<file path="config.mk">
export PLATFORM = sky130hd
export DESIGN_NAME = lru_page_replacement
export DESIGN_NICKNAME = d
export VERILOG_FILES = /design/src/rtl/lrupr_pkg.sv /design/src/rtl/lrupr_cell.sv /design/src/rtl/lru_page_replacement.sv
export SDC_FILE = /design/constraint.sdc
export NUM_CORES = 1
export LEC_CHECK = 0
export BUFFER_PORTS_ARGS = -buffer_cell sky130_fd_sc_hd__clkbuf_2
export CAP_MARGIN = 10
export CORE_ASPECT_RATIO = 1.1
export CORE_MARGIN = 4
export CORE_UTILIZATION = 35
export DETAILED_ROUTE_END_ITERATION = 10
export PLACE_DENSITY_LB_ADDON = 0.1
export SYNTH_ARGS = -nofsm -noshare
export SYNTH_HDL_FRONTEND = slang
export SYNTH_SLANG_ARGS = --single-unit
</file>
<file path="constraint.sdc">
create_clock -name clk -period 5.5 [get_ports clk]
set_clock_uncertainty 0.2 [all_clocks]
set_input_delay 1.1 -clock clk [delete_from_list [all_inputs] [get_ports clk]]
set_output_delay 1.1 -clock clk [all_outputs]
set_load 0.05 [all_outputs]
</file>
<file path="src/rtl/lrupr_pkg.sv">
// ----------------------------------------------------------------------------
// LRU page replacement package
// Word types for the command and result channels, and the token and
// broadcast structs that pass between the controller and the frame cells.
// ----------------------------------------------------------------------------
package lrupr_pkg;

	// Field widths that bound the frame count and the stored page width.
	localparam int IDX_W      = 4;   // frame index or rank, up to 16 frames
	localparam int CNT_W      = 5;   // frame count, 0 to 16
	localparam int MAX_PAGE_W = 32;  // widest stored page number

	localparam logic [2:0] FIU_RESET = 3'd4;

	typedef struct packed {
		logic [15:0] page_number;
		logic        start_of_run;
	} cmd_t;

	typedef struct packed {
		logic        page_fault;
		logic [1:0]  frame_used;
		logic        evicted_valid;
		logic [15:0] evicted_page;
		logic [31:0] fault_total;
		logic [31:0] replace_total;
	} result_t;

	// Search token that walks down the chain, one cell per cycle.
	typedef struct packed {
		logic                  valid;
		logic                  hit;
		logic [IDX_W-1:0]      hit_idx;
		logic [IDX_W-1:0]      hit_rank;
		logic [IDX_W-1:0]      best_idx;
		logic [IDX_W-1:0]      best_rank;
		logic [MAX_PAGE_W-1:0] best_page;
	} token_t;

	// Controller to cells: search key, bounds and the recency update.
	typedef struct packed {
		logic                  clear;
		logic [MAX_PAGE_W-1:0] key;
		logic [CNT_W-1:0]      active;
		logic [CNT_W-1:0]      nf;
		logic                  upd;
		logic                  wr;
		logic [IDX_W-1:0]      k;
		logic [CNT_W-1:0]      limit;
		logic [CNT_W-1:0]      bound;
	} bcast_t;

endpackage

</file>
<file path="src/rtl/lrupr_cell.sv">
// ----------------------------------------------------------------------------
// LRU frame cell
// Holds one frame's page and recency rank, adds its own frame to the search
// token that passes through, and applies the broadcast recency update.
// ----------------------------------------------------------------------------
module lrupr_cell #(
	parameter int J          = 0,
	parameter int NUM_FRAMES = 4,
	parameter int PAGE_BITS  = 16
) (
	input  logic              clk,
	input  logic              arst_n,
	input  lrupr_pkg::bcast_t bc,
	input  lrupr_pkg::token_t tok_in,
	output lrupr_pkg::token_t tok_out
);

	localparam int RANK_W = (NUM_FRAMES > 1) ? $clog2(NUM_FRAMES) : 1;
	localparam logic [lrupr_pkg::CNT_W-1:0] J_C      = lrupr_pkg::CNT_W'(J);
	localparam logic [lrupr_pkg::IDX_W-1:0] J_I      = lrupr_pkg::IDX_W'(J);
	localparam logic [lrupr_pkg::CNT_W-1:0] RANK_MAX = lrupr_pkg::CNT_W'(NUM_FRAMES - 1);

	logic [PAGE_BITS-1:0]        page_q;
	logic [RANK_W-1:0]           rank_q;
	lrupr_pkg::token_t           tok_q;
	lrupr_pkg::token_t           tok_d;
	logic [lrupr_pkg::CNT_W-1:0] rank_c;
	logic [lrupr_pkg::IDX_W-1:0] rank_i;

	assign rank_c = lrupr_pkg::CNT_W'(rank_q);
	assign rank_i = lrupr_pkg::IDX_W'(rank_q);

	always_comb begin
		tok_d = tok_in;
		if (!tok_in.hit && (J_C < bc.active) && (page_q == bc.key[PAGE_BITS-1:0])) begin
			tok_d.hit      = 1'b1;
			tok_d.hit_idx  = J_I;
			tok_d.hit_rank = rank_i;
		end
		// Frame 0 always seeds the oldest-frame search, so an all-zero rank set picks it.
		if ((J_C < bc.nf) && ((J == 0) || (rank_i > tok_in.best_rank))) begin
			tok_d.best_idx  = J_I;
			tok_d.best_rank = rank_i;
			tok_d.best_page = lrupr_pkg::MAX_PAGE_W'(page_q);
		end
	end

	always_ff @(posedge clk or negedge arst_n) begin
		if (!arst_n) begin
			tok_q <= '0;
		end else begin
			tok_q <= tok_d;
		end
	end

	assign tok_out = tok_q;

	always_ff @(posedge clk or negedge arst_n) begin
		if (!arst_n) begin
			rank_q <= '0;
		end else if (bc.clear) begin
			rank_q <= '0;
		end else if (bc.upd) begin
			if (bc.k == J_I) begin
				rank_q <= '0;
			end else if ((J_C < bc.bound) && (rank_c < bc.limit) && (rank_c < RANK_MAX)) begin
				rank_q <= rank_q + 1'b1;
			end
		end
	end

	always_ff @(posedge clk) begin
		if (bc.upd && bc.wr && (bc.k == J_I)) begin
			page_q <= bc.key[PAGE_BITS-1:0];
		end
	end

endmodule

</file>
<file path="src/rtl/lru_page_replacement.sv">
// Each access passes through an injection state, then a search token that walks the frame cell
// chain one cell per cycle, then the update; done is registered from the update. A new access
// is accepted only once the last one has finished and busy is low.
// Results are strobed for one cycle on done; the receiver cannot stall them.
// Reset clears counters, ranks and the fill count and sets frames_in_use to 4;
// frame pages stay undefined until a fault writes them.
// ----------------------------------------------------------------------------
// LRU page replacement
// Fully associative frame set with least-recently-used replacement, fault and
// replacement counters, and an APB register for the number of frames in use.
// ----------------------------------------------------------------------------
module lru_page_replacement #(
	parameter int NUM_FRAMES = 4,
	parameter int PAGE_BITS  = 16
) (
	input  logic               clk,
	input  logic               arst_n,
	input  logic               start,
	output logic               busy,
	input  lrupr_pkg::cmd_t    cmd,
	output logic               done,
	output lrupr_pkg::result_t result,
	input  logic               psel,
	input  logic               penable,
	input  logic               pwrite,
	input  logic [2:0]         paddr,
	input  logic [31:0]        pwdata,
	output logic [31:0]        prdata,
	output logic               pready
);

	localparam logic REG_FRAMES_IN_USE = 1'b0;
	localparam logic [lrupr_pkg::CNT_W-1:0] NF_C = lrupr_pkg::CNT_W'(NUM_FRAMES);

	typedef enum logic [1:0] {S_IDLE, S_INJ, S_WAIT} state_t;

	state_t                      state_q;
	logic [2:0]                  fiu_q;
	logic [PAGE_BITS-1:0]        key_q;
	logic [lrupr_pkg::CNT_W-1:0] filled_q;
	logic [31:0]                 fault_q;
	logic [31:0]                 repl_q;
	logic                        done_q;
	lrupr_pkg::result_t          result_q;

	lrupr_pkg::token_t           tok_w [0:NUM_FRAMES];
	lrupr_pkg::token_t           last;
	lrupr_pkg::bcast_t           bc;
	logic                        accept;
	logic                        finish;
	logic                        full;
	logic [lrupr_pkg::CNT_W-1:0] fe;
	logic [lrupr_pkg::CNT_W-1:0] act;
	logic [lrupr_pkg::CNT_W-1:0] fiu_c;
	logic [31:0]                 fault_n;
	logic [31:0]                 repl_n;

	// Configuration port
	assign pready = 1'b1;
	assign prdata = (paddr[2] == REG_FRAMES_IN_USE) ? 32'(fiu_q) : 32'd0;

	always_ff @(posedge clk or negedge arst_n) begin
		if (!arst_n) begin
			fiu_q <= lrupr_pkg::FIU_RESET;
		end else if (psel && penable && pwrite && (paddr[2] == REG_FRAMES_IN_USE)) begin
			fiu_q <= pwdata[2:0];
		end
	end

	assign busy   = (state_q != S_IDLE);
	assign accept = start && !busy;
	assign last   = tok_w[NUM_FRAMES];
	assign finish = (state_q == S_WAIT) && last.valid;

	// Effective frame count: zero acts as one, anything above the cell count saturates.
	assign fiu_c = lrupr_pkg::CNT_W'(fiu_q);
	assign fe    = (fiu_q == 3'd0) ? lrupr_pkg::CNT_W'(1) : ((fiu_c > NF_C) ? NF_C : fiu_c);
	assign act   = (filled_q < fe) ? filled_q : fe;
	assign full  = !(filled_q < fe);

	assign fault_n = (fault_q == '1) ? fault_q : fault_q + 32'd1;
	assign repl_n  = (repl_q == '1) ? repl_q : repl_q + 32'd1;

	always_comb begin
		tok_w[0]       = '0;
		tok_w[0].valid = (state_q == S_INJ);

		bc        = '0;
		bc.clear  = accept && cmd.start_of_run;
		bc.key    = lrupr_pkg::MAX_PAGE_W'(key_q);
		bc.active = act;
		bc.nf     = fe;
		bc.upd    = finish;
		if (last.hit) begin
			bc.k     = last.hit_idx;
			bc.limit = lrupr_pkg::CNT_W'(last.hit_rank);
			bc.bound = act;
		end else if (!full) begin
			bc.wr    = 1'b1;
			bc.k     = lrupr_pkg::IDX_W'(filled_q);
			bc.limit = NF_C;
			bc.bound = filled_q + 1'b1;
		end else begin
			bc.wr    = 1'b1;
			bc.k     = last.best_idx;
			bc.limit = NF_C;
			bc.bound = fe;
		end
	end

	for (genvar j = 0; j < NUM_FRAMES; j++) begin : g_cell
		lrupr_cell #(
			.J          (j),
			.NUM_FRAMES (NUM_FRAMES),
			.PAGE_BITS  (PAGE_BITS)
		) u_cell (
			.clk     (clk),
			.arst_n  (arst_n),
			.bc      (bc),
			.tok_in  (tok_w[j]),
			.tok_out (tok_w[j+1])
		);
	end

	always_ff @(posedge clk or negedge arst_n) begin
		if (!arst_n) begin
			state_q  <= S_IDLE;
			filled_q <= '0;
			fault_q  <= '0;
			repl_q   <= '0;
			done_q   <= 1'b0;
		end else begin
			done_q <= finish;
			case (state_q)
				S_IDLE: begin
					if (accept) begin
						state_q <= S_INJ;
						if (cmd.start_of_run) begin
							filled_q <= '0;
							fault_q  <= '0;
							repl_q   <= '0;
						end
					end
				end
				S_INJ: begin
					state_q <= S_WAIT;
				end
				S_WAIT: begin
					if (finish) begin
						state_q <= S_IDLE;
						if (!last.hit) begin
							fault_q <= fault_n;
							if (!full) begin
								filled_q <= filled_q + 1'b1;
							end else begin
								repl_q <= repl_n;
							end
						end
					end
				end
				default: begin
					state_q <= S_IDLE;
				end
			endcase
		end
	end

	always_ff @(posedge clk) begin
		if (accept) begin
			key_q <= PAGE_BITS'(cmd.page_number);
		end
		if (finish) begin
			result_q.page_fault    <= !last.hit;
			result_q.frame_used    <= bc.k[1:0];
			result_q.evicted_valid <= !last.hit && full;
			result_q.evicted_page  <= (!last.hit && full) ? last.best_page[15:0] : 16'd0;
			result_q.fault_total   <= last.hit ? fault_q : fault_n;
			result_q.replace_total <= (!last.hit && full) ? repl_n : repl_q;
		end
	end

	assign done   = done_q;
	assign result = result_q;

endmodule

</file>
-- Word-level counts from Yosys, hierarchy flattened
Cells that the tools add are included.
- output and inout port bits: 119
- flip-flop bits (word level): 427
- logic and storage cells: 204
- $lt $le $gt $ge: 25
- bitwise gates (word level): 1
- mux-type cells: 52
- add/sub/neg operators: 7
- reduce and logical (&&, ||, !) cells: 54
- equal/unequal tests: 17
- operators by type and width (cell ; count):
    $mux W32 ; 10
    $pmux W32 S2 ; 2
    $mux W40 ; 3
    $add A32 B1 Y32 const B ; 2
    $eq A16 B16 Y1 ; 4
    $eq A32 B32 Y1 const B ; 2
    $mux W2 ; 18
    $mux W9 ; 4
    $mux W34 ; 1
    $logic_and A1 B1 Y1 ; 30
    $mux W5 ; 6
    $mux W14 ; 2
    $lt A1 B5 Y1 const A ; 4
    $lt A2 B5 Y1 ; 4
    $lt A2 B5 Y1 const A ; 4
    $gt A2 B4 Y1 ; 3
    $reduce_and A6 Y1 ; 2
    $reduce_bool A3 Y1 ; 4
    $ne A2 B2 Y1 const B ; 5
    $pmux W5 S2 ; 1
    $reduce_and A2 Y1 ; 5
    $mux W3 ; 3
    $add A2 B1 Y2 const B ; 4
    $eq A4 B2 Y1 const B ; 2
    19 further kinds ; 31

-- Depth between registers and ports, before layout
- depth in word-level cells: 13
- mapped depth: 10

-- Modules after synthesis
From an unflattened synthesis, not the netlist that was laid out.
- cells, all modules: 1524
- area, all modules: 19137.1 µm²
- modules (own cells, without submodules) (module ; cells an instance ; area an instance (µm²) ; times used):
    lru_page_replacement ; 837 ; 8740.9 ; 1
    lrupr_cell at g_cell[1].u_cell ; 173 ; 2623.8 ; 1
    lrupr_cell at g_cell[2].u_cell ; 174 ; 2612.5 ; 1
    lrupr_cell at g_cell[3].u_cell ; 172 ; 2590.0 ; 1
    lrupr_cell at g_cell[0].u_cell ; 168 ; 2570.0 ; 1

-- Worst setup path after synthesis
Ideal clock, no wire load.
- path type: input to register
- start point: in start
- end point: reg repl_q[25]
- slack: 1.635 ns
- path buffers: 1
- arrival time: 3.546 ns
- cell stages on the path: 7
- setup time: 0.119 ns
- cell sequence: nor3b_1 -> and2_1 -> nor2_1 -> a21oi_1 -> clkbuf_1 -> o211ai_1 -> nor2b_1
- cells in the longest elaborated chain, start to end: 3
- RTL lines (element ; RTL line ; RTL):
    start: declaration ; lru_page_replacement.sv:18 ; input logic start,
    $logic_and A1 B1 Y1 ; lru_page_replacement.sv:71 ; assign accept = start && !busy;
    $ne A2 B2 Y1 (no source line) ; -- ;
    $reduce_and A6 Y1 (no source line) ; -- ;
    end signal: assignment ; lru_page_replacement.sv:156 ; repl_q <= repl_n;
    end: declaration ; lru_page_replacement.sv:42 ; logic [31:0] repl_q;
Every way passes these cells.
A chain may end at the register's enable or synchronous reset.

==> impl_metrics.env <==
export IMPL_die_area_mm2=0.0484
export IMPL_wl_um=37300
export IMPL_num_antenna_cells=0
export IMPL_synth_xor_xnor_area_share_pct=7.01
export IMPL_tightest_slew_ps=1070
export IMPL_maxSlewViolCount=0
export IMPL_cp_start_kind="register"
export IMPL_drive_gt1_share_pct=17.3
export IMPL_async_flop_share_pct=52.2
export IMPL_core_area_mm2=0.0445
export IMPL_r2r_start="fiu_q[2]"
export IMPL_ir_worst_vdd_uv=315
export IMPL_synth_area_top_cells="edfxtp_1 31%, dfrtp_1 28%, nand2_1 4.5%"
export IMPL_setup_violations=0
export IMPL_clockBufferDepth=3
export IMPL_cp_required_ps=5530
export IMPL_min_period_over_period_pct=70.0
export IMPL_synthMuxAreaShare_pct=2.43
export IMPL_cts_hold_buf=0
export IMPL_status="completed"
export IMPL_drc_errors=0
export IMPL_powerDensity_mw_per_mm2=489
export IMPL_reg2reg_depth=8
export IMPL_yosysTopAreaCell="edfxtp_1"
export IMPL_ys_types=83
export IMPL_cts_resized=0
export IMPL_ys_top_cells_by_count="188 x nand2_1, 178 x dfrtp_1, 164 x edfxtp_1, 76 x xnor2_1, 51 x clkbuf_1"
export IMPL_endpoint="g_cell[1].u_cell.page_q[13]"
export IMPL_synth_top_family_by_area="simple AND/OR/NAND/NOR gates"
export IMPL_r2r_end="g_cell[1].u_cell.page_q[13]"
export IMPL_synth_edf_count=164
export IMPL_dp_hpwl_um=25000
export IMPL_synthAdderAreaFrac_pct=1.51
export IMPL_yosys_warnings=0
export IMPL_die_h_um=230
export IMPL_synth_seq_cells=343
export IMPL_yosysTopAreaCellShare_pct=31.3
export IMPL_hold_class="register to register"
export IMPL_syn_avg_cell_area_um2=11.8
export IMPL_ff_latch_area_mm2=0.00941
export IMPL_dpl_cell_area_mm2=0.0167
export IMPL_grt_overflow=0
export IMPL_wire_per_inst_um=18.2
export IMPL_track_usage_pct=15.4
export IMPL_rsz0062_at_grt="no"
export IMPL_yosysMostFrequentCell="nand2_1"
export IMPL_synth_area_mm2=0.0157
export IMPL_endpoint_kind="register"
export IMPL_slew_headroom_pct=28.5
export IMPL_worstSetupPathType="register to register"
export IMPL_first_iter_violations=517
export IMPL_cap_violations=0
export IMPL_insertion_delay_ps=560
export IMPL_fin_area_mm2=0.0181
export IMPL_multi_input_area_mm2=0.00577
export IMPL_setup_tns_ps=0
export IMPL_grt_pass1_wl_um=59700
export IMPL_final_nets=1506
export IMPL_area_delta_synth_final_pct=14.9
export IMPL_r2r_slack_ps=1650
export IMPL_syn_inst=1337
export IMPL_globalplace_congestion=0.775
export IMPL_antenna_found_initial=0
export IMPL_clock_sinks=343
export IMPL_p_leak_uw=0.00733
export IMPL_critPathArrivalTime_ps=3880
export IMPL_synth_compound_area_share_pct=9.54
export IMPL_detail_route_first_pass_iterations=6
export IMPL_cts_tree="done"
export IMPL_io_pins=177
export IMPL_die_w_um=210
export IMPL_rows=81
export IMPL_h_tree_depth=2
export IMPL_grt_max_degree=96
export IMPL_grt_pass1_vias=10305
export IMPL_finalHoldViolCount=0
export IMPL_vias_per_cell=5.02
export IMPL_start_util_pct=35.4
export IMPL_portBuffers=115
export IMPL_ant_nets=0
export IMPL_synthFlopType="dfrtp_1"
export IMPL_cp_max_fo=16
export IMPL_seq_area_frac_synth_pct=59.8
export IMPL_fmax_mhz=260
export IMPL_fin_crit_ps=3850
export IMPL_post_cts_buffers=0
export IMPL_vias=10249
export IMPL_cts_root_buffer="clkbuf_16"
export IMPL_numCtsBuffers=40
export IMPL_path_clk_slew_ps=60
export IMPL_synth_simple_gate_area_share_pct=15.4
export IMPL_fill_cells=4239
export IMPL_startpoint="fiu_q[2]"
-- registers in the layout, summed over array words and instances (netlist names) --
signal and cells:
fault_q 32, state_q 2, g_cell.u_cell.tok_out 96, g_cell.u_cell.rank_q 8
key_q 16, result 84, repl_q 32, filled_q 5
fiu_q 3, done 1, g_cell.u_cell.page_q 64
-- worst min-delay path by stage --
stage / startpoint / to / slack (ps) / depth (start not counted)
global placement: g_cell[2].u_cell.tok_out[49] / g_cell[3].u_cell.tok_out[49] / 140 / 0
global route: g_cell[0].u_cell.tok_out[49] / g_cell[1].u_cell.tok_out[49] / 160 / 0
detailed placement: g_cell[2].u_cell.tok_out[49] / g_cell[3].u_cell.tok_out[49] / 140 / 0
CTS: g_cell[0].u_cell.tok_out[49] / g_cell[1].u_cell.tok_out[49] / 150 / 0
floorplan: g_cell[0].u_cell.tok_out[49] / g_cell[1].u_cell.tok_out[49] / 130 / 0
finish: g_cell[0].u_cell.tok_out[49] / g_cell[1].u_cell.tok_out[49] / 150 / 0
-- metrics by stage --
| step | power, uW | hold WS [ps] | setup WS [ps] | utilization, % | instances |
|---|---|---|---|---|---|
| 6_report | 8840 | 147 | 1650 | 40.6 | 2042 |
| 5_1_grt | 9400 | 160 | 1440 | 40.6 | 2042 |
| 4_1_cts | 9010 | 154 | 1650 | 40.6 | 2042 |
| 3_5_place_dp | 6190 | 140 | 1680 | 37.6 | 1968 |
| 3_3_place_gp | 6160 | 138 | 1690 | 37.6 | 1968 |
| 2_1_floorplan | 5430 | 131 | 1630 | - | 1365 |
-- cell families after synthesis --
group / after synthesis
other: 2
adder cells (fa/ha/maj): 19
AND/OR/NAND/NOR: 469
buffers and inverters: 133
multiplexers: 35
XOR/XNOR: 126
AO/OA/AOI/OAI: 210
flip-flops: 343
-- where the power goes --
group	switching, uW	internal [uW]	total [uW]
clock	1080	1690	2760
combinational	1610	805	2420
sequential	395	3260	3660
total	3080	5760	8840
-- per-layer routing --
metal / track usage [%] / routed length (um)
met4: 4.87 / 912
met5: 0 / 0
met2: 25.4 / 18100
met1: 20.7 / 16700
met3: 2.66 / 1540
-- cell usage in the layout, fill, tap and decap left out, types with 10 or more instances in the layout --
| cell | n |
|---|---|
| and4_1 | 10 |
| and2_1 | 31 |
| o21ai_0 | 50 |
| xnor2_1 | 76 |
| buf_4 | 14 |
| dfrtp_1 | 178 |
| clkbuf_2 | 114 |
| a31oi_1 | 24 |
| nor2b_1 | 10 |
| conb_1 | 30 |
| clkbuf_16 | 40 |
| clkbuf_1 | 12 |
| nand3_1 | 46 |
| o31ai_1 | 11 |
| ha_1 | 19 |
| nor3_1 | 24 |
| xor2_1 | 50 |
| nor4_1 | 18 |
| inv_1 | 21 |
| and3_1 | 22 |
| a21oi_1 | 37 |
| nand2b_1 | 11 |
| nand2_1 | 188 |
| edfxtp_1 | 164 |
| nor2_1 | 42 |
| nand4_1 | 23 |
| mux2_2 | 26 |
-- layout make-up --
type,instances,area share (%)
clock buffer,56,6.09
inverter,25,0.533
sequential,343,52.0
timing repair buffer,130,3.92
clock inverter,18,1.50
multi-input combinational,889,31.9
tap,581,4.02
-- worst max-delay path: stages, from the launching register on --
cell	delay [ps]
dfstp_2	640
inv_1	220
ha_1	460
a2111o_1	500
o21ai_0	190
a22o_1	420
clkinv_1	390
nor2_1	210
buf_4	290
(Power assumes the default switching activity.)
